File: config.mk
export PLATFORM = sky130hd
export DESIGN_NAME = jls_mul
export DESIGN_NICKNAME = d
export VERILOG_FILES = /design/src/rtl/jls_pkg.sv /design/src/rtl/jls_mul.sv
export SDC_FILE = /design/constraint.sdc
export NUM_CORES = 2
export LEC_CHECK = 0
export BUFFER_PORTS_ARGS = -buffer_cell sky130_fd_sc_hd__buf_2
export CORE_UTILIZATION = 40
export DETAILED_ROUTE_END_ITERATION = 12
export GPL_ROUTABILITY_DRIVEN = 0
export SLEW_MARGIN = 25
export SYNTH_ARGS = -nofsm -noshare
export SYNTH_HDL_FRONTEND = slang
export SYNTH_SLANG_ARGS = --single-unit
File: constraint.sdc
create_clock -name clk -period 11.2 [get_ports clk]
set_input_delay 1.68 -clock clk [delete_from_list [all_inputs] [get_ports clk]]
set_output_delay 1.68 -clock clk [all_outputs]
set_load 0.01 [all_outputs]
File: src/rtl/jls_pkg.sv
package jls_pkg;

    localparam int DATA_W = 32;
    localparam int DIV_NUM_W = 48;
    localparam int MUL_W = 33;
    localparam int PROD_W = 2 * MUL_W;

    localparam logic signed [DATA_W-1:0] Q_MAX = 32'sh7fff_ffff;
    localparam logic signed [DATA_W-1:0] Q_MIN = 32'sh8000_0000;

    // input item kinds
    localparam logic [1:0] KIND_MATRIX = 2'd0;
    localparam logic [1:0] KIND_RHS    = 2'd1;
    localparam logic [1:0] KIND_GUESS  = 2'd2;
    localparam logic [1:0] KIND_SOLVE  = 2'd3;

    // register indexes (8-byte stride)
    localparam logic [1:0] REG_SIZE = 2'd0;
    localparam logic [1:0] REG_MAXIT = 2'd1;
    localparam logic [1:0] REG_TOL = 2'd2;

    typedef struct packed {
        logic                          start;
        logic signed [DIV_NUM_W-1:0]   num;
        logic signed [DATA_W-1:0]      den;
    } div_req_t;

    typedef struct packed {
        logic                     done;
        logic signed [DATA_W-1:0] quot;
    } div_rsp_t;

    function automatic logic signed [DATA_W-1:0] sat_w50(input logic signed [49:0] v);
        logic signed [DATA_W-1:0] r;
        if (v > 50'(Q_MAX))
            r = Q_MAX;
        else if (v < 50'(Q_MIN))
            r = Q_MIN;
        else
            r = v[DATA_W-1:0];
        return r;
    endfunction

    function automatic logic signed [DATA_W-1:0] sat_w33(input logic signed [32:0] v);
        logic signed [DATA_W-1:0] r;
        if (v > 33'(Q_MAX))
            r = Q_MAX;
        else if (v < 33'(Q_MIN))
            r = Q_MIN;
        else
            r = v[DATA_W-1:0];
        return r;
    endfunction

endpackage

File: src/rtl/jls_mul.sv
module jls_mul (
    input  logic                               clk,
    input  logic signed [jls_pkg::MUL_W-1:0]   a,
    input  logic signed [jls_pkg::MUL_W-1:0]   b,
    output logic signed [jls_pkg::PROD_W-1:0]  p
);
    import jls_pkg::*;

    always_ff @(posedge clk)
    begin
        p <= a * b;
    end

endmodule

==> results.sh <==
export IMPL_first_pass_iters=7
export IMPL_synth_area_per_cell_um2=9.39
export IMPL_finalHoldViolCount=0
export IMPL_holdPathStages=2
export IMPL_cp_required_ns=11.49
export IMPL_rsz0062_at_grt="false"
export IMPL_yosysTopAreaCell="fa_1"
export IMPL_hp_class="in2reg"
export IMPL_via_count=28300
export IMPL_hold_buffers=0
export IMPL_cts_made_buffers=9
export IMPL_viasPerCell=4.99
export IMPL_routed_wl_um=112000
export IMPL_final_antenna_net_count=0
export IMPL_syn_area_um2=40700
export IMPL_layout_drive_gt1_share_pct=4.96
export IMPL_grt_overflow=0
export IMPL_clock_path_buffers=2
export IMPL_ys_seq_area_share_pct=3.24
export IMPL_nets=5719
export IMPL_setup_violations=0
export IMPL_synth_cell_types=80
export IMPL_synthTopCellsByCount="fa_1, inv_1, and2_1"
export IMPL_top_register="p"
export IMPL_slew_violations=0
export IMPL_grt_pass1_vias=31100
export IMPL_period_share_pct=85.2
export IMPL_cts_root_buf="clkbuf_16"
export IMPL_dieArea_um2=103000
export IMPL_cts_tree="built"
export IMPL_fillCellCount=9871
export IMPL_remaining_drc_errors=0
export IMPL_synth_nets=5767
export IMPL_start_util_pct=40.6
export IMPL_wire_per_inst_um=19.8
export IMPL_fp_dieW_um=321
export IMPL_die_h_um=321
export IMPL_yosys_register_bits=66
export IMPL_yosysMostFrequentCell="fa_1"
export IMPL_coreArea_um2=100000
export IMPL_antenna_found_initial=5
export IMPL_htreeDepth=3
export IMPL_hp_start="b[0]"
export IMPL_grt_use_total_pct=23.0
export IMPL_synth_edf_count=0
export IMPL_ios=133
export IMPL_clk_pin_slew_ns=0.07
export IMPL_grt_max_degree=34
export IMPL_largestRegisters="p (66)"
export IMPL_syn_inst=4338
export IMPL_largest_reg_flops=66
export IMPL_dp_hpwl_um=92200
export IMPL_setup_tns_final_ns=0
export IMPL_core_rowCount=116
export IMPL_first_iter_violations=1575
export IMPL_cp_end_kind="flip-flop"
export IMPL_hold_path_end="p[0]"
export IMPL_slew_headroom_pct=27.0
export IMPL_port_buffers=132
export IMPL_cts_setup_buffers=0
export IMPL_outcome="finished clean"
export IMPL_ys_async_sr_fraction_pct=0
export IMPL_worstMarginPinSlew_ns=1.09
export IMPL_fmax_mhz=105
export IMPL_synth_warning_count=0
export IMPL_synthTopCellsByArea="fa_1, inv_1, and2_1"
export IMPL_cts_resized=0
export IMPL_post_route_util_pct=42.6
export IMPL_synth_flop_cell="dfxtp_1"
export IMPL_drv_cap=0
export IMPL_synth_top_area_share_pct=56.3
export IMPL_cts_sinks=66
export IMPL_area_delta_synth_final_pct=5.10
export IMPL_cp_arrival_ns=9.83
export IMPL_grt_first_pass_wirelength_um=181000
export IMPL_startpoint_type="input port"
export IMPL_critPathMaxFanout=17
export IMPL_setup_worst_path_class="in2reg"
export IMPL_min_period_ns=9.55
layout by cell type, fill, tap and decap left out, types with 3 or more instances in the layout:
| master | synthesis | routed |
|---|---|---|
| fa_1 | 1145 | 1145 |
| inv_1 | 1131 | 1131 |
| and2_1 | 562 | 562 |
| nand2_1 | 551 | 551 |
| ha_1 | 217 | 217 |
| buf_2 | 11 | 132 |
| nor2_1 | 68 | 68 |
| dfxtp_1 | 66 | 66 |
| a21oi_1 | 57 | 57 |
| xnor2_1 | 43 | 43 |
| a21o_1 | 36 | 36 |
| buf_4 | 0 | 30 |
| o21ai_0 | 25 | 25 |
| nand3_1 | 25 | 25 |
| xor2_1 | 25 | 25 |
| nand2b_1 | 12 | 12 |
| o21bai_1 | 11 | 11 |
| nand4_1 | 11 | 11 |
| clkbuf_16 | 0 | 9 |
| a31oi_1 | 8 | 8 |
| a211oi_1 | 7 | 7 |
| nor3_1 | 7 | 7 |
| o21a_1 | 6 | 6 |
| o21ai_1 | 6 | 6 |
| a211o_1 | 6 | 6 |
| and3_1 | 5 | 5 |
| and4_1 | 5 | 5 |
| nor2b_1 | 5 | 5 |
| diode_2 | 0 | 4 |
| o211ai_1 | 4 | 4 |
| a211oi_2 | 3 | 3 |
| or3_1 | 3 | 3 |
| o31ai_4 | 3 | 3 |
| a21oi_2 | 3 | 3 |
| or2_2 | 3 | 3 |
| bufinv_16 | 0 | 3 |
routing by layer:
layer,global-route usage (%),up-vias,part of all wire (%)
met5,0,-,0.037
met4,6.71,6,3.0
met3,2.98,153,5.9
met2,39.5,855,50
met1,30.4,15000,41
li1,-,12200,-
how the worst max path moves through the flow:
stage               start     to  slack [ns]
global placement     b[1]  p[64]        1.34
finish              b[18]  p[58]        1.65
detailed placement  b[18]  p[58]        1.34
global route         b[9]  p[62]        1.48
floorplan           a[32]  p[62]        2.28
CTS                 b[18]  p[58]        1.77
logic make-up after synthesis:
logic type	after synthesis	share of synthesized area, %
AO/OA/AOI/OAI	219	4.07
XOR/XNOR	68	1.46
adder cells (fa/ha/maj)	1362	62.9
buffers and inverters	1352	12.5
flip-flops	66	3.24
AND/OR/NAND/NOR	1271	15.8
worst max-delay path: stages:
cell	delay (ns)
buf_2	0.46
buf_4	0.39
nand2_1	0.12
fa_1	0.54
fa_1	0.56
inv_1	0.05
fa_1	0.48
fa_1	0.62
fa_1	0.47
fa_1	0.46
fa_1	0.49
inv_1	0.05
fa_1	0.53
inv_1	0.06
ha_1	0.39
nand2_1	0.43
nor2_1	0.08
a22oi_1	0.71
nor2_1	0.17
a211oi_4	0.51
a21oi_2	0.18
nor4b_2	0.28
a311oi_1	0.07
area by class of cell:
class                      instances  area [um^2]  share of cell area (%)
multi-input combinational       2920        34300                    80.2
timing repair buffer             162          886                    2.07
inverter                        1131         4250                    9.92
antenna                            4         10.0                  0.0234
sequential                        66         1320                    3.09
clock inverter                     5          103                   0.240
tap                             1357         1700                    3.97
clock buffer                      11          233                   0.544
metrics by stage:
step	hold slack, ns	std cells	instance area [um^2]	setup WS [ns]
6_report	1.77	5656	42800	1.65
5_1_grt	1.78	5652	42800	1.48
4_1_cts	1.76	5652	42800	1.77
3_5_place_dp	2.07	5636	42500	1.34
3_3_place_gp	2.07	5636	42500	1.34
2_1_floorplan	1.81	4338	40700	2.28
Power is not shown: default switching activity piles up to over one toggle a cycle in this logic, so the estimate is an artifact.
