[src/rtl/jls_pkg.sv]
package jls_pkg;

    localparam int DATA_W = 32;
    localparam int DIV_NUM_W = 48;
    localparam int MUL_W = 33;
    localparam int PROD_W = 2 * MUL_W;

    localparam logic signed [DATA_W-1:0] Q_MAX = 32'sh7fff_ffff;
    localparam logic signed [DATA_W-1:0] Q_MIN = 32'sh8000_0000;

    // input item kinds
    localparam logic [1:0] KIND_MATRIX = 2'd0;
    localparam logic [1:0] KIND_RHS    = 2'd1;
    localparam logic [1:0] KIND_GUESS  = 2'd2;
    localparam logic [1:0] KIND_SOLVE  = 2'd3;

    // register indexes (8-byte stride)
    localparam logic [1:0] REG_SIZE = 2'd0;
    localparam logic [1:0] REG_MAXIT = 2'd1;
    localparam logic [1:0] REG_TOL = 2'd2;

    typedef struct packed {
        logic                          start;
        logic signed [DIV_NUM_W-1:0]   num;
        logic signed [DATA_W-1:0]      den;
    } div_req_t;

    typedef struct packed {
        logic                     done;
        logic signed [DATA_W-1:0] quot;
    } div_rsp_t;

    function automatic logic signed [DATA_W-1:0] sat_w50(input logic signed [49:0] v);
        logic signed [DATA_W-1:0] r;
        if (v > 50'(Q_MAX))
            r = Q_MAX;
        else if (v < 50'(Q_MIN))
            r = Q_MIN;
        else
            r = v[DATA_W-1:0];
        return r;
    endfunction

    function automatic logic signed [DATA_W-1:0] sat_w33(input logic signed [32:0] v);
        logic signed [DATA_W-1:0] r;
        if (v > 33'(Q_MAX))
            r = Q_MAX;
        else if (v < 33'(Q_MIN))
            r = Q_MIN;
        else
            r = v[DATA_W-1:0];
        return r;
    endfunction

endpackage

[src/rtl/jls_div.sv]
module jls_div (
    input  logic               clk,
    input  logic               rst_n,
    input  jls_pkg::div_req_t  req,
    output jls_pkg::div_rsp_t  rsp
);
    import jls_pkg::*;

    logic [5:0]            cnt_reg;
    logic                  done_reg;
    logic                  neg_reg;
    logic [DATA_W-1:0]     ud_reg;
    logic [DATA_W-1:0]     rem_reg;
    logic [DIV_NUM_W-1:0]  qm_reg;

    logic [DATA_W:0]       trial;
    logic                  fit;
    logic [DIV_NUM_W:0]    qmag;

    assign trial = {rem_reg, qm_reg[DIV_NUM_W-1]};
    assign fit = trial >= {1'b0, ud_reg};
    assign qmag = {1'b0, qm_reg};

    always_ff @(posedge clk or negedge rst_n)
    begin
        if (!rst_n)
        begin
            cnt_reg <= '0;
            done_reg <= 1'b0;
        end
        else
        begin
            done_reg <= 1'b0;
            if (req.start)
            begin
                cnt_reg <= 6'(DIV_NUM_W);
            end
            else if (cnt_reg != '0)
            begin
                cnt_reg <= cnt_reg - 6'd1;
                done_reg <= (cnt_reg == 6'd1);
            end
        end
    end

    always_ff @(posedge clk)
    begin
        if (req.start)
        begin
            neg_reg <= req.num[DIV_NUM_W-1] ^ req.den[DATA_W-1];
            ud_reg <= req.den[DATA_W-1] ? DATA_W'(-req.den) : DATA_W'(req.den);
            qm_reg <= req.num[DIV_NUM_W-1] ? DIV_NUM_W'(-req.num) : DIV_NUM_W'(req.num);
            rem_reg <= '0;
        end
        else if (cnt_reg != '0)
        begin
            rem_reg <= fit ? DATA_W'(trial - {1'b0, ud_reg}) : trial[DATA_W-1:0];
            qm_reg <= {qm_reg[DIV_NUM_W-2:0], fit};
        end
    end

    // truncated quotient, sign applied, then saturated
    always_comb
    begin
        rsp.done = done_reg;
        if (!neg_reg)
            rsp.quot = (qmag > (DIV_NUM_W+1)'(Q_MAX)) ? Q_MAX : qm_reg[DATA_W-1:0];
        else if (qmag > (DIV_NUM_W+1)'(49'h8000_0000))
            rsp.quot = Q_MIN;
        else
            rsp.quot = DATA_W'(-qmag);
    end

endmodule

[config.mk]
export PLATFORM = sky130hd
export DESIGN_NAME = jls_div
export DESIGN_NICKNAME = d
export VERILOG_FILES = /design/src/rtl/jls_pkg.sv /design/src/rtl/jls_div.sv
export SDC_FILE = /design/constraint.sdc
export NUM_CORES = 1
export LEC_CHECK = 0
export BUFFER_PORTS_ARGS = -buffer_cell sky130_fd_sc_hd__buf_4
export CAP_MARGIN = 20
export CELL_PAD_IN_SITES_DETAIL_PLACEMENT = 0
export CELL_PAD_IN_SITES_GLOBAL_PLACEMENT = 2
export CORE_ASPECT_RATIO = 1.2
export CORE_UTILIZATION = 35
export DETAILED_ROUTE_END_ITERATION = 16
export GPL_ROUTABILITY_DRIVEN = 0
export HOLD_SLACK_MARGIN = 0.12
export MAX_ROUTING_LAYER = met4
export PLACE_DENSITY = 0.79
export SLEW_MARGIN = 20
export SYNTH_ARGS = -nofsm -noshare
export SYNTH_HDL_FRONTEND = slang
export SYNTH_SLANG_ARGS = --single-unit
[constraint.sdc]
create_clock -name clk -period 6.75 [get_ports clk]
set_clock_uncertainty 0.05 [all_clocks]
set_input_delay 1.35 -clock clk [delete_from_list [all_inputs] [get_ports clk]]
set_output_delay 1.35 -clock clk [all_outputs]
set_load 0.01 [all_outputs]
==> impl_metrics.toml <==
[worst_setup_path]
critPathTopFamily = "simple AND/OR/NAND/NOR gates"
arrival_ns = 4.07
crit_required_ns = 5.35
worst-path-buf-inv = 2
path_max_fanout = 18
crit_chain = "or3_1, nor3_1, and3_1, nand4_1, o41ai_1, nor2b_1, buf_4, nand2_1, o311ai_0, buf_4"
crit_path_start_kind = "flop"
worst_path_max_delay_cell = "o311ai_0"
crit_top_cell = "buf_4"
cp-end-kind = "output port"
crit_type = "flop to output port"
worst_path_largest_cell_delay_ns = 0.47

[global_routing]
grt_max_degree = 68
grtUsageTotal_pct = 20.3
grt-ovfl-total = 0
antenna_found_initial = 0
first_global_vias = 8054
grt_first_pass_wirelength_um = 41700

[clock_tree]
clock-sinks = 120
post-cts-setup-buffers = 0
clk_pin_slew_ns = 0.05
cts_tree = "done"
hold_buffers = 0
clkLatencyLatePin_ns = 0.42
htree_levels = 4
clockBufferDepth = 2
cts_resized = 0
root_buffer = "clkbuf_16"
cts_inserted_buffers = 17

[yosys]
synthMuxAreaShare_pct = 0.219
syn_inst = 1108
ys_warn_count = 0
synth-seq-area-share_pct = 35.5
synth_ff_type = "edfxtp_1"
synth_async_sr_flop_share_pct = 5.83
synth_compound_area_share_pct = 23.8
syn_avg_cell_area_um2 = 8.27
yosysUniqueCellTypes = 69
synth_top_family_by_area = "compound AO/OA/AOI/OAI gates"
netlist_area_mm2 = 0.00916
synthesis.nets = 1229
yosys.area_share.simple_pct = 20.4
ys_ff_latch = 120
synthAdderAreaFrac_pct = 5.27
synth_xor_area_share_pct = 9.46
synth_edf_count = 81

[sta]
slew_violations = 0
worst_slew_pin_slew_ns = 0.922
grt_setup_unrepaired = "false"
hold_viol_final = 0
hold_ws_ns = 0.445
fmax_mhz = 183
min_period_over_period_pct = 81.1
tns_ns = 0
fin_crit_ns = 5.47
relSlewSlack_pct = 38.5
setup-violations-final = 0

[power_and_ir_drop]
swShare_pct = 37.4
p_clk_share_pct = 27.0
p_comb_share_pct = 41.5
leakage_uw = 0.00425
power.density_mw_per_mm2 = 319
max-vdd-ir-drop_mv = 0.182
power_uw = 3450
seq_power_share_pct = 31.6
netSwitchingPower_uw = 1290
cellInternalPower_uw = 2160

[finish]
largest_reg_flops = 48
fill_cells = 2687
drive_gt1_share_pct = 13.8
multi_input_area_mm2 = 0.00543
area_delta_synth_final_pct = 18.1
utilization_pct = 42.2
final_cell_area_mm2 = 0.0108
num_antenna_cells = 0
seqCellArea_mm2 = 0.00325
final_nets = 1307

[detailed_routing]
drc_errors = 0
num_vias = 8280
via_per_inst = 5.42
postRouteAntennaNets = 0
drt_wl_total_um = 25500
detail_route.wl_per_cell_um = 16.7
firstDrtPassIters = 5
drt_iter0_drc = 357

[floorplan]
std_cell_rows = 64
io_pins = 116
core_area_mm2 = 0.0256
initial_core_util_pct = 35.8
dieWidth_um = 150
die_y_um = 179
design.die.area_mm2 = 0.0268

[placement]
port_buffers = 115
dpl.hpwl_um = 19000
placed_cell_area_mm2 = 0.0102

[job]
cap_violations = 0

[min_path]
hp-class = "flop to flop"

[status]
status = "finished clean"
[placed cells by master (no fill, tap or decap), types with 8 or more instances in the layout]
cell	count
buf_4	123
nor2_1	118
nand2_1	114
a21oi_1	104
edfxtp_1	81
o21ai_0	64
inv_1	58
xor2_1	53
xnor2_1	46
ha_1	37
dfxtp_1	32
nor3_1	31
o31ai_1	27
nand3_1	24
or3_1	21
a211oi_1	18
o41ai_1	17
clkbuf_16	17
nor4_1	16
o311ai_0	15
a311oi_1	12
nand2b_1	11
a21o_1	11
or4_1	10
nand4_1	10
nor2b_1	8
o211ai_1	8
[metal layers]
metal  global-route usage (%)  wire (um)  vias up
li1                         -          -     4227
met1                     24.0      11200     3875
met2                     35.8      13100      161
met3                     3.26        919       17
met4                     5.05        228        0
met5                        -          0        -
[final timing paths]
check | start | to | slack [ns] | cells after the start
setup / recovery | qm_reg[10] | rsp[6] | 1.28 | 10
hold / removal | rem_reg[1] | rem_reg[1] | 0.44 | 2
setup reg to reg | ud_reg[8] | rem_reg[12] | 2.77 | 11
hold reg to reg | rem_reg[1] | rem_reg[1] | 0.44 | 2
max in group asynchronous | rst_n | cnt_reg[3] | 5.85 | 1
min in group asynchronous | rst_n | cnt_reg[4] | 0.68 | 1
[power groups by stage]
stage | clock network [uW] | logic (uW) | registers (uW)
3_5_place_dp | 0 | 1420 | 1100
4_1_cts | 955 | 1430 | 1090
5_1_grt | 988 | 1600 | 1110
2_1_floorplan | 0 | 1070 | 1060
3_3_place_gp | 0 | 1430 | 1100
6_report | 929 | 1430 | 1090
[metrics by stage]
stage / setup WS (ns) / cells
after floorplan: 2.39 / 1108
after global placement: 1.73 / 1497
after detailed placement: 1.71 / 1497
after CTS: 1.25 / 1528
after global routing: 0.766 / 1528
final: 1.28 / 1528
[worst min-delay path, cell delays in order (launching register included)]
cell	delay, ns
dfxtp_1	0.33
nand2_1	0.06
a21oi_1	0.06
[final cells by class]
type,count,area share [%]
multi-input combinational,865,50.1
clock buffer,20,4.03
tap,330,3.82
inverter,59,2.05
clock inverter,11,1.43
sequential,120,30.0
timing repair buffer,123,8.53
[cell usage after synthesis (7+ instances only)]
cell type,instances,area share (%)
a211oi_1,18,1.5
a21oi_1,105,5.7
clkbuf_1,53,2.2
o21bai_1,7,0.57
dfrtp_1,7,1.9
o41ai_1,17,1.6
or3_1,21,1.4
nor2_1,118,4.8
nor2b_1,8,0.55
nand3_1,24,1.3
inv_1,58,2.4
xnor2_1,46,4.4
dfxtp_1,32,7.0
nor4_1,16,1.1
o21a_1,7,0.57
o311ai_0,15,1.4
a21o_1,11,0.90
nand2_1,115,4.7
o31ai_1,27,2.2
or4_1,10,0.82
edfxtp_1,81,27
ha_1,37,5.1
a311oi_1,12,1.1
nor3_1,31,1.7
xor2_1,53,5.1
o21ai_0,64,3.5
o211ai_1,8,0.66
nand4_1,10,0.68
nand2b_1,11,0.75
[cells by family (layout without fill, tap and decap cells)]
logic type	Yosys count	count (layout)
buffers and inverters	123	213
multiplexers	2	2
flip-flops	120	120
AO/OA/AOI/OAI	333	333
XOR/XNOR	99	99
adder cells (fa/ha/maj)	38	38
AND/OR/NAND/NOR	393	393
Power figures use the tool's default switching activity.
