**config.mk**
```make
export PLATFORM = sky130hd
export DESIGN_NAME = jls_ram
export DESIGN_NICKNAME = d
export VERILOG_FILES = /design/src/rtl/jls_ram.sv
export SDC_FILE = /design/constraint.sdc
export NUM_CORES = 1
export LEC_CHECK = 0
export ABC_CLOCK_PERIOD_IN_PS = 11300
export BUFFER_PORTS_ARGS = -buffer_cell sky130_fd_sc_hd__buf_2
export CAP_MARGIN = 20
export CORE_MARGIN = 3
export CORE_UTILIZATION = 50
export CTS_CLUSTER_DIAMETER = 150
export DETAILED_ROUTE_END_ITERATION = 7
export PLACE_DENSITY = 0.67
export SYNTH_ARGS = -nofsm -noshare
export SYNTH_HDL_FRONTEND = slang
export SYNTH_SLANG_ARGS = --single-unit
```
**constraint.sdc**
```tcl
create_clock -name clk -period 11.3 [get_ports clk]
set_input_delay 1.13 -clock clk [delete_from_list [all_inputs] [get_ports clk]]
set_output_delay 1.13 -clock clk [all_outputs]
set_load 0.01 [all_outputs]
```
**src/rtl/jls_ram.sv**
```systemverilog
module jls_ram #(
    parameter int WIDTH = 32,
    parameter int DEPTH = 16
) (
    input  logic                     clk,
    input  logic                     we,
    input  logic [$clog2(DEPTH)-1:0] waddr,
    input  logic [WIDTH-1:0]         wdata,
    input  logic [$clog2(DEPTH)-1:0] raddr,
    output logic [WIDTH-1:0]         rdata
);

    logic [WIDTH-1:0] mem [DEPTH];

    always_ff @(posedge clk)
    begin
        if (we)
        begin
            mem[waddr] <= wdata;
        end
        rdata <= mem[raddr];
    end

endmodule

```
==> summary.md, run 1 <==
| Metric | Value |
|---|---|
| Die height | around 210 µm |
| Detailed Route Iter0 Violations | ~900 |
| Final critical-path required period | 3.45 ns |
| Total power divided by cell area | 184 nW/µm² |
| Cell depth of the worst hold path | 3 |
| Global Route Usage Sum | 19.9% |
| Setup TNS | 0 ns |
| Pre-CTS setup slack | 6.82 ns |
| Capture point of the worst reg-to-reg path | rdata[15] |
| Later-pin clock latency in the skew report | 0.58 ns |
| Routed via count | between 8000 and 9000 |
| Port Buffers | 73 |
| Count of yosys warnings during synthesis | 0 |
| CP required | 11.76 ns |
| Overall power | ~4.2 mW |
| Maximum count of clock buffers along a single path | 3 |
| Final clock skew | 0.0126 ns |
| Max Transition Viols Final | 0 |
| Total of hold buffers inserted after clock tree synthesis | 0 |
| Die area | 42100 µm² |
| Number of nets at the end of the flow | ~990 |
| Family with the most delay on the worst path | buffers and inverters |
| Maximum number of pins on one net before global-route repair | between 60 and 70 |
| Standard-cell row count | just over 70 |
| Cell with the largest stage delay on the worst path | sky130_fd_sc_hd__buf_4 |
| Net Sw Power | 0.828 mW |
| Fraction of synthesized area in multiplexers | 14.5% |
| Vias per cell | 5.91 |
| Relative contribution of sequential cells to total power | 54.2% |
| Kind of end point of the critical path | register |
| Slack of the worst reg-to-reg path | roughly 10 ns |
| Clock input transition at the sequential cells of the worst setup and hold paths | ~0.060 ns |
| Number of H-tree levels | 2 |
| Cell occurring most often along the worst timing path | sky130_fd_sc_hd__buf_4 |
| Synth Net Count | 880 |
| IO Count | 74 |
| Proportion of synthesized chip area in sequential cells | 80.7% |
| Hold Path End | rdata[0] |
| FMAX | around 290 MHz |
| Startpoint of the lowest-slack hold path | mem[15][0] |
| Clock tree sinks | around 540 |
| Internal power | 3.36 mW |
| Worst slew margin | 28.8% |
| Top library cells by usage in the layout, fill and taps aside | sky130_fd_sc_hd__edfxtp_1, sky130_fd_sc_hd__mux4_2, sky130_fd_sc_hd__buf_2, sky130_fd_sc_hd__a22oi_1, sky130_fd_sc_hd__clkbuf_16 |
| Via count of the first global-routing pass | 9223 |
| Post-CTS setup buffers | 0 |
| Overall overflow remaining after global route | 0 |
| Area share of fa/ha/maj cells after synthesis | 0% |
| Post-detailed-route DRC marker count | 0 |
| Synthesized-area fraction occupied by and/or/nand/nor cells | 1.27% |
| Number of search-and-repair iterations in the first detailed-routing pass | 5 |
| PnR worst setup slack | between 7 and 8 ns |
| Hold Fails Final Rpt | 0 |
| Clock power frac | 41.1% |
| Library cell used as clock root buffer | sky130_fd_sc_hd__clkbuf_16 |
| Critical Path Stages | 7 |
| Outcome | complete, no violations |
| Mean instance size in the synthesized netlist | 23.7 µm² |
| Number of max-cap violations | 0 |
| Post-detailed-route count of antenna-violating nets | 0 |
| Area inside the core boundary | 38900 µm² |
| CTS buffer count | 54 |
| Ratio of final minimum period to clock period | 30.6% |
| Worst stage delay on the critical path | 0.77 ns |
| Number of synthesized register bits | 544 |
| Initial antenna violation count | 3 |
| Crit start category | input pin |
| Max Fanout on Critical Path | 45 |
| Count of buffer and inverter cells on the critical path | 4 |
| Commonest non-fill, non-tap cell in the layout | sky130_fd_sc_hd__edfxtp_1 |
| Routability-driven placement congestion ratio | roughly 0.7 |
| Detail-routed net length per standard cell | 26.9 µm |
| Detailed Route WL | 40600 µm |
| Slew at the pin with the worst max-slew slack | 1.07 ns |
| Unrepaired setup endpoints after global routing | no |
| Combinational family with the most area after synthesis | multiplexers |
| Net switching fraction of the power | between 15 and 20% |
| Compound-cell area share of the yosys netlist | 2.42% |
| WP data arrival | just under 4 ns |
| # resized after CTS | 0 |
| First-pass GRT wire length | 60300 µm |
| Die extent in x | around 210 µm |
| Syn Inst Count | 838 |
| Xor/xnor cell area share of the yosys netlist | 0% |
| Final setup violation count | 0 |
| CTS tree | done |
| Cell depth of the worst flop-to-flop path | 3 |
| Count of unique library cells instantiated by Yosys | 18 |
| Comb power frac | 4.7% |
| Leakage power total | 7.30 nW |
| HP Class | register to register |
| Launch instance of the worst register-to-register path | mem[10][15] |
| Maximum vdd drop | around 0.00012 V |
| Fraction of layout cells with a size suffix above 1 | 32.1% |
| WS Path Type | input pin to register |
| Cells along the critical path | clkbuf_8, buf_4, buf_16, buf_4, mux4_2, a22oi_1, nand2_1 |
| Final HPWL DP | ~19000 µm |
| Initial Utilization | 51.0% |
| Cell area after synthesis | 19900 µm² |
| Synth-to-layout area growth | 14.4% |
-- cell families after synthesis --
logic type | Yosys count
flip-flops | 544
multiplexers | 128
AO/OA/AOI/OAI | 64
AND/OR/NAND/NOR | 59
buffers and inverters | 43
-- synthesized netlist by cell type --
master	instances	share of area, %
sky130_fd_sc_hd__mux4_2	128	15
sky130_fd_sc_hd__edfxtp_1	512	77
sky130_fd_sc_hd__buf_1	9	0.17
sky130_fd_sc_hd__dfxtp_1	32	3.2
sky130_fd_sc_hd__nand2b_1	2	0.063
sky130_fd_sc_hd__nand3b_1	2	0.076
sky130_fd_sc_hd__nand3_1	1	0.025
sky130_fd_sc_hd__a22oi_1	64	2.4
sky130_fd_sc_hd__buf_6	2	0.11
sky130_fd_sc_hd__or3b_2	1	0.044
sky130_fd_sc_hd__clkbuf_1	17	0.32
sky130_fd_sc_hd__nor2_1	13	0.25
sky130_fd_sc_hd__nor2b_1	2	0.063
sky130_fd_sc_hd__and2_1	1	0.032
sky130_fd_sc_hd__buf_4	11	0.42
sky130_fd_sc_hd__buf_2	4	0.10
sky130_fd_sc_hd__nand2_1	33	0.62
sky130_fd_sc_hd__nor3_1	4	0.10
-- power groups by stage --
stage / clock, mW / combinational, mW / sequential (mW)
after global placement: 0 / 0.194 / 2.31
after global routing: 1.84 / 0.213 / 2.27
after CTS: 1.76 / 0.197 / 2.27
after detailed placement: 0 / 0.197 / 2.31
after floorplan: 0 / 0.108 / 2.32
final: 1.72 / 0.195 / 2.27
-- worst max-delay path by stage --
stage,end,startpoint
finish,rdata[27],raddr[0]
global route,rdata[27],raddr[0]
CTS,rdata[26],raddr[0]
detailed placement,rdata[29],raddr[0]
global placement,rdata[25],raddr[0]
floorplan,mem[0][0],waddr[2]
-- routing by layer --
layer	part of all wire (%)	wire length (µm)	GRT usage, %
met1	43	17500	29.0
met2	48	19700	31.2
met3	6.9	2800	4.33
met4	1.5	625	4.78
met5	0.030	12	0
-- state kept, by name (all words and copies together), names as in the netlist --
register and flops:
rdata 32, mem 512
-- per-stage QoR --
stage / hold slack, ns / instances / utilization (%) / cell area [µm²]
after floorplan: 0.635 / 838 / - / 19900
after global placement: 0.643 / 1408 / 53.8 / 21000
after detailed placement: 0.657 / 1408 / 53.8 / 21000
after CTS: 0.663 / 1508 / 58.3 / 22700
after global routing: 0.690 / 1510 / 58.4 / 22700
final: 0.663 / 1511 / 58.4 / 22700
-- worst register-to-register path, cell delays in order, from the launching register on --
cell                       delay, ns
sky130_fd_sc_hd__edfxtp_1       0.37
sky130_fd_sc_hd__mux4_2         0.46
sky130_fd_sc_hd__a22oi_1        0.25
sky130_fd_sc_hd__nand2_1        0.13
-- cell type report --
type	count	area [µm²]
fillers	2822	16200
clock inverters	14	113
diodes	2	5.00
multi-input cells	251	3750
clock buffers	86	1620
well taps	518	648
repair buffers	96	569
flip-flops and latches	544	16000
Note: power is estimated with default switching activity, not from simulation.
==> run 2, diff against run 1 <==
--- a/config.mk
+++ b/config.mk
@@ -5,14 +5,14 @@
 export SDC_FILE = /design/constraint.sdc
 export NUM_CORES = 1
 export LEC_CHECK = 0
-export ABC_CLOCK_PERIOD_IN_PS = 11300
+export ABC_CLOCK_PERIOD_IN_PS = 2870
 export BUFFER_PORTS_ARGS = -buffer_cell sky130_fd_sc_hd__buf_2
 export CAP_MARGIN = 20
 export CORE_MARGIN = 3
 export CORE_UTILIZATION = 50
 export CTS_CLUSTER_DIAMETER = 150
 export DETAILED_ROUTE_END_ITERATION = 7
-export PLACE_DENSITY = 0.67
+export PLACE_DENSITY = 0.69
 export SYNTH_ARGS = -nofsm -noshare
 export SYNTH_HDL_FRONTEND = slang
 export SYNTH_SLANG_ARGS = --single-unit
==> constraint.sdc (replaced) <==
create_clock -name clk -period 2.87 [get_ports clk]
set_input_delay 0.287 -clock clk [delete_from_list [all_inputs] [get_ports clk]]
set_output_delay 0.287 -clock clk [all_outputs]
set_load 0.01 [all_outputs]
==> run 2 against run 1 <==
Effect of this change: flip-flop and latch count did not move; via count rose by 1.4%; clock-buffer cell count fell by 6; largest power group unchanged; final cell count rose by 0.99%; critical endpoint is now mem[8][31]; highest routed layer unchanged; global-route usage fell by 0.066 points; total power rose to 3.9 times the previous value.
==> summary.md, run 2 (synthesis gave the netlist of run 1 again) <==
| Metric | Value |
|---|---|
| Overall power | 16.3 mW (was 4.18 mW) |
| Global Route Usage Sum | 19.8% (was 19.9%) |
| Maximum vdd drop | 0.000459 V (was 0.000116 V) |
| Largest registers | mem (512), rdata (32) (unchanged) |
| Count of buffer and inverter cells on the critical path | 2 (was 4) |
| Ratio of final minimum period to clock period | a little over half |
| WS Path Type | input pin to register (unchanged) |
| Number of search-and-repair iterations in the first detailed-routing pass | 5 (unchanged) |
| Via count of the first global-routing pass | 9352 (was 9223) |
| CTS tree | done (unchanged) |
| Final HPWL DP | 22800 µm (was 18800 µm) |
| IO Count | 74 (unchanged) |
| Slack of the worst reg-to-reg path | 1.47 ns (was 9.95 ns) |
| Detailed Route WL | 40400 µm (was 40600 µm) |
| Area of the multi-input gates | 3770 µm² (was 3750 µm²) |
| Die height | 205 µm (unchanged) |
| Initial Utilization | 51.0% (unchanged) |
| Post-detailed-route count of antenna-violating nets | 0 (unchanged) |
| Total placed instance area | 21300 µm² (was 21000 µm²) |
| Number of H-tree levels | 2 (unchanged) |
| Setup TNS | 0 ns (unchanged) |
| Clock input transition at the sequential cells of the worst setup and hold paths | 0.06 ns (about the same) |
| Outcome | complete, no violations (unchanged) |
| WP data arrival | 1.76 ns (was 3.92 ns) |
| Slew at the pin with the worst max-slew slack | 0.794 ns (was 1.07 ns) |
| FMAX | 646 MHz |
| Cells along the critical path | buf_2, nand3b_1, nor3_4, buf_4 (was clkbuf_8, buf_4, buf_16, buf_4, mux4_2, a22oi_1, nand2_1) |
| Hold Fails Final Rpt | 0 (unchanged) |
| Standard-cell row count | 72 (unchanged) |
| Top library cells by usage in the layout, fill and taps aside | sky130_fd_sc_hd__edfxtp_1, sky130_fd_sc_hd__mux4_2, sky130_fd_sc_hd__buf_2, sky130_fd_sc_hd__a22oi_1, sky130_fd_sc_hd__clkbuf_16 (unchanged) |
| Global routing usage on met1 | 28.8% (was 29.0%) |
| Final clock skew | 0.0150 ns (was 0.0126 ns) |
| CP required | 3.08 ns (was 11.76 ns) |
| Worst slew margin | 46.9% (was 28.8%) |
| Maximum count of clock buffers along a single path | 3 (unchanged) |
| Post-detailed-route DRC marker count | 0 (unchanged) |
| Family with the most delay on the worst path | simple AND/OR/NAND/NOR gates (was buffers and inverters) |
| Maximum number of pins on one net before global-route repair | 44 (was 66) |
| Vias per cell | 5.93 (was 5.91) |
| Launch instance of the worst register-to-register path | mem[8][4] (was mem[10][15]) |
| # resized after CTS | 0 (unchanged) |
| Layer with the highest usage | met2 (unchanged) |
| Start point of the critical path | waddr[2] (was raddr[0]) |
| Met3 track demand over resource | 3.62% (was 4.33%) |
| Routability-driven placement congestion ratio | 0.773 (was 0.703) |
| Fraction of layout cells with a size suffix above 1 | 33.1% (was 32.1%) |
| Count of fill cells added during filler insertion | 2770 (was 2822) |
| Inserted Diodes | 0 (was 2) |
| Port Buffers | 73 (unchanged) |
| Die extent in x | 205 µm (unchanged) |
| Crit start category | input pin (unchanged) |
| Worst stage delay on the critical path | 0.52 ns (was 0.77 ns) |
| Unrepaired setup endpoints after global routing | no (unchanged) |
| First-pass GRT wire length | 60800 µm (was 60300 µm) |
| Sequential Area | 16000 µm² (unchanged) |
| Die area | 42100 µm² (unchanged) |
| Final setup violation count | 0 (unchanged) |
| Total of hold buffers inserted after clock tree synthesis | 0 (unchanged) |
| Routed via count | 9052 (was 8926) |
| Number of max-cap violations | 0 (unchanged) |
| Final critical-path required period | approximately 1.5 ns |
| Reg with most FFs | mem (unchanged) |
| Max Transition Viols Final | 0 (unchanged) |
| Post-CTS setup buffers | 0 (unchanged) |
| Cell depth of the worst flop-to-flop path | 3 (unchanged) |
| Synth-to-layout area growth | 15.6% (was 14.4%) |
| Number of placed instances, taps included | 1426 (was 1408) |
| Timing endpoint of the critical path | mem[8][31] (was rdata[27]) |
| CTS buffer count | 54 (unchanged) |
| Detail-routed net length per standard cell | 26.5 µm (was 26.9 µm) |
| Number of nets at the end of the flow | 1006 (was 989) |
| Final non-filler cell area | 23000 µm² (was 22700 µm²) |
| GR met2 Demand/Resource | 31.7% (was 31.2%) |
| Leakage power total | 7.41 nW (was 7.30 nW) |
| Library cell used as clock root buffer | sky130_fd_sc_hd__clkbuf_16 (unchanged) |
| Overall overflow remaining after global route | 0 (unchanged) |
| Clock tree sinks | 544 (unchanged) |
| Number of flip-flops under the largest register name | 512 (unchanged) |
| Initial antenna violation count | 2 (was 3) |
| Critical Path Stages | 4 (was 7) |
| Max Fanout on Critical Path | 24 (was 45) |
| Post-route insts no fill | 1526 (was 1511) |
| Kind of end point of the critical path | register (unchanged) |
| Detailed Route Iter0 Violations | 954 (was 901) |
| Commonest non-fill, non-tap cell in the layout | sky130_fd_sc_hd__edfxtp_1 (unchanged) |
| Later-pin clock latency in the skew report | 0.58 ns (about the same) |
| Total power divided by cell area | 709 nW/µm² (was 184 nW/µm²) |
| HP Class | input pin to register (was register to register) |
| Cell with the largest stage delay on the worst path | sky130_fd_sc_hd__buf_4 (unchanged) |
| Area inside the core boundary | 38900 µm² (unchanged) |
| Capture point of the worst reg-to-reg path | rdata[4] (was rdata[15]) |
run 2: stage by stage:
step / utilization (%) / hold slack [ns] / worst slack (ns)
detailed placement: 54.8 / 0.657 / 0.780
CTS: 59.0 / 0.0404 / 1.40
floorplan: - / 0.386 / 0.275
global route: 59.0 / 0.0656 / 1.28
finish: 59.0 / 0.0738 / 1.32
global placement: 54.8 / 0.647 / 0.755
run 2: layout make-up:
class | instances | area share, %
flip-flops and latches | 544 | 69.8
multi-input cells | 251 | 16.4
clock inverters | 20 | 0.632
clock buffers | 80 | 6.53
well taps | 518 | 2.82
repair buffers | 113 | 3.82
run 2: routing by layer:
metal / vias to the layer above / part of all wire (%)
li1: 3831 / -
met1: 4841 / 42
met2: 310 / 49
met3: 66 / 6.8
met4: 4 / 1.9
met5: - / 0.067
run 2: worst min path at each step:
| stage | depth (start not counted) | slack, ns | end | start |
|---|---|---|---|---|
| 2_1_floorplan | 0 | 0.39 | mem[0][0] | wdata[0] |
| 3_3_place_gp | 3 | 0.65 | rdata[23] | mem[12][23] |
| 3_5_place_dp | 3 | 0.66 | rdata[17] | mem[12][17] |
| 4_1_cts | 1 | 0.04 | mem[7][28] | wdata[28] |
| 5_1_grt | 1 | 0.07 | mem[4][28] | wdata[28] |
| 6_report | 1 | 0.07 | mem[11][26] | wdata[26] |
run 2: where the power goes:
group / switching [mW] / leakage [nW] / internal (mW) / total, mW
registers: 0.0538 / 4.89 / 8.88 / 8.94
logic: 0.470 / 1.71 / 0.340 / 0.810
clock network: 2.82 / 0.805 / 3.71 / 6.53
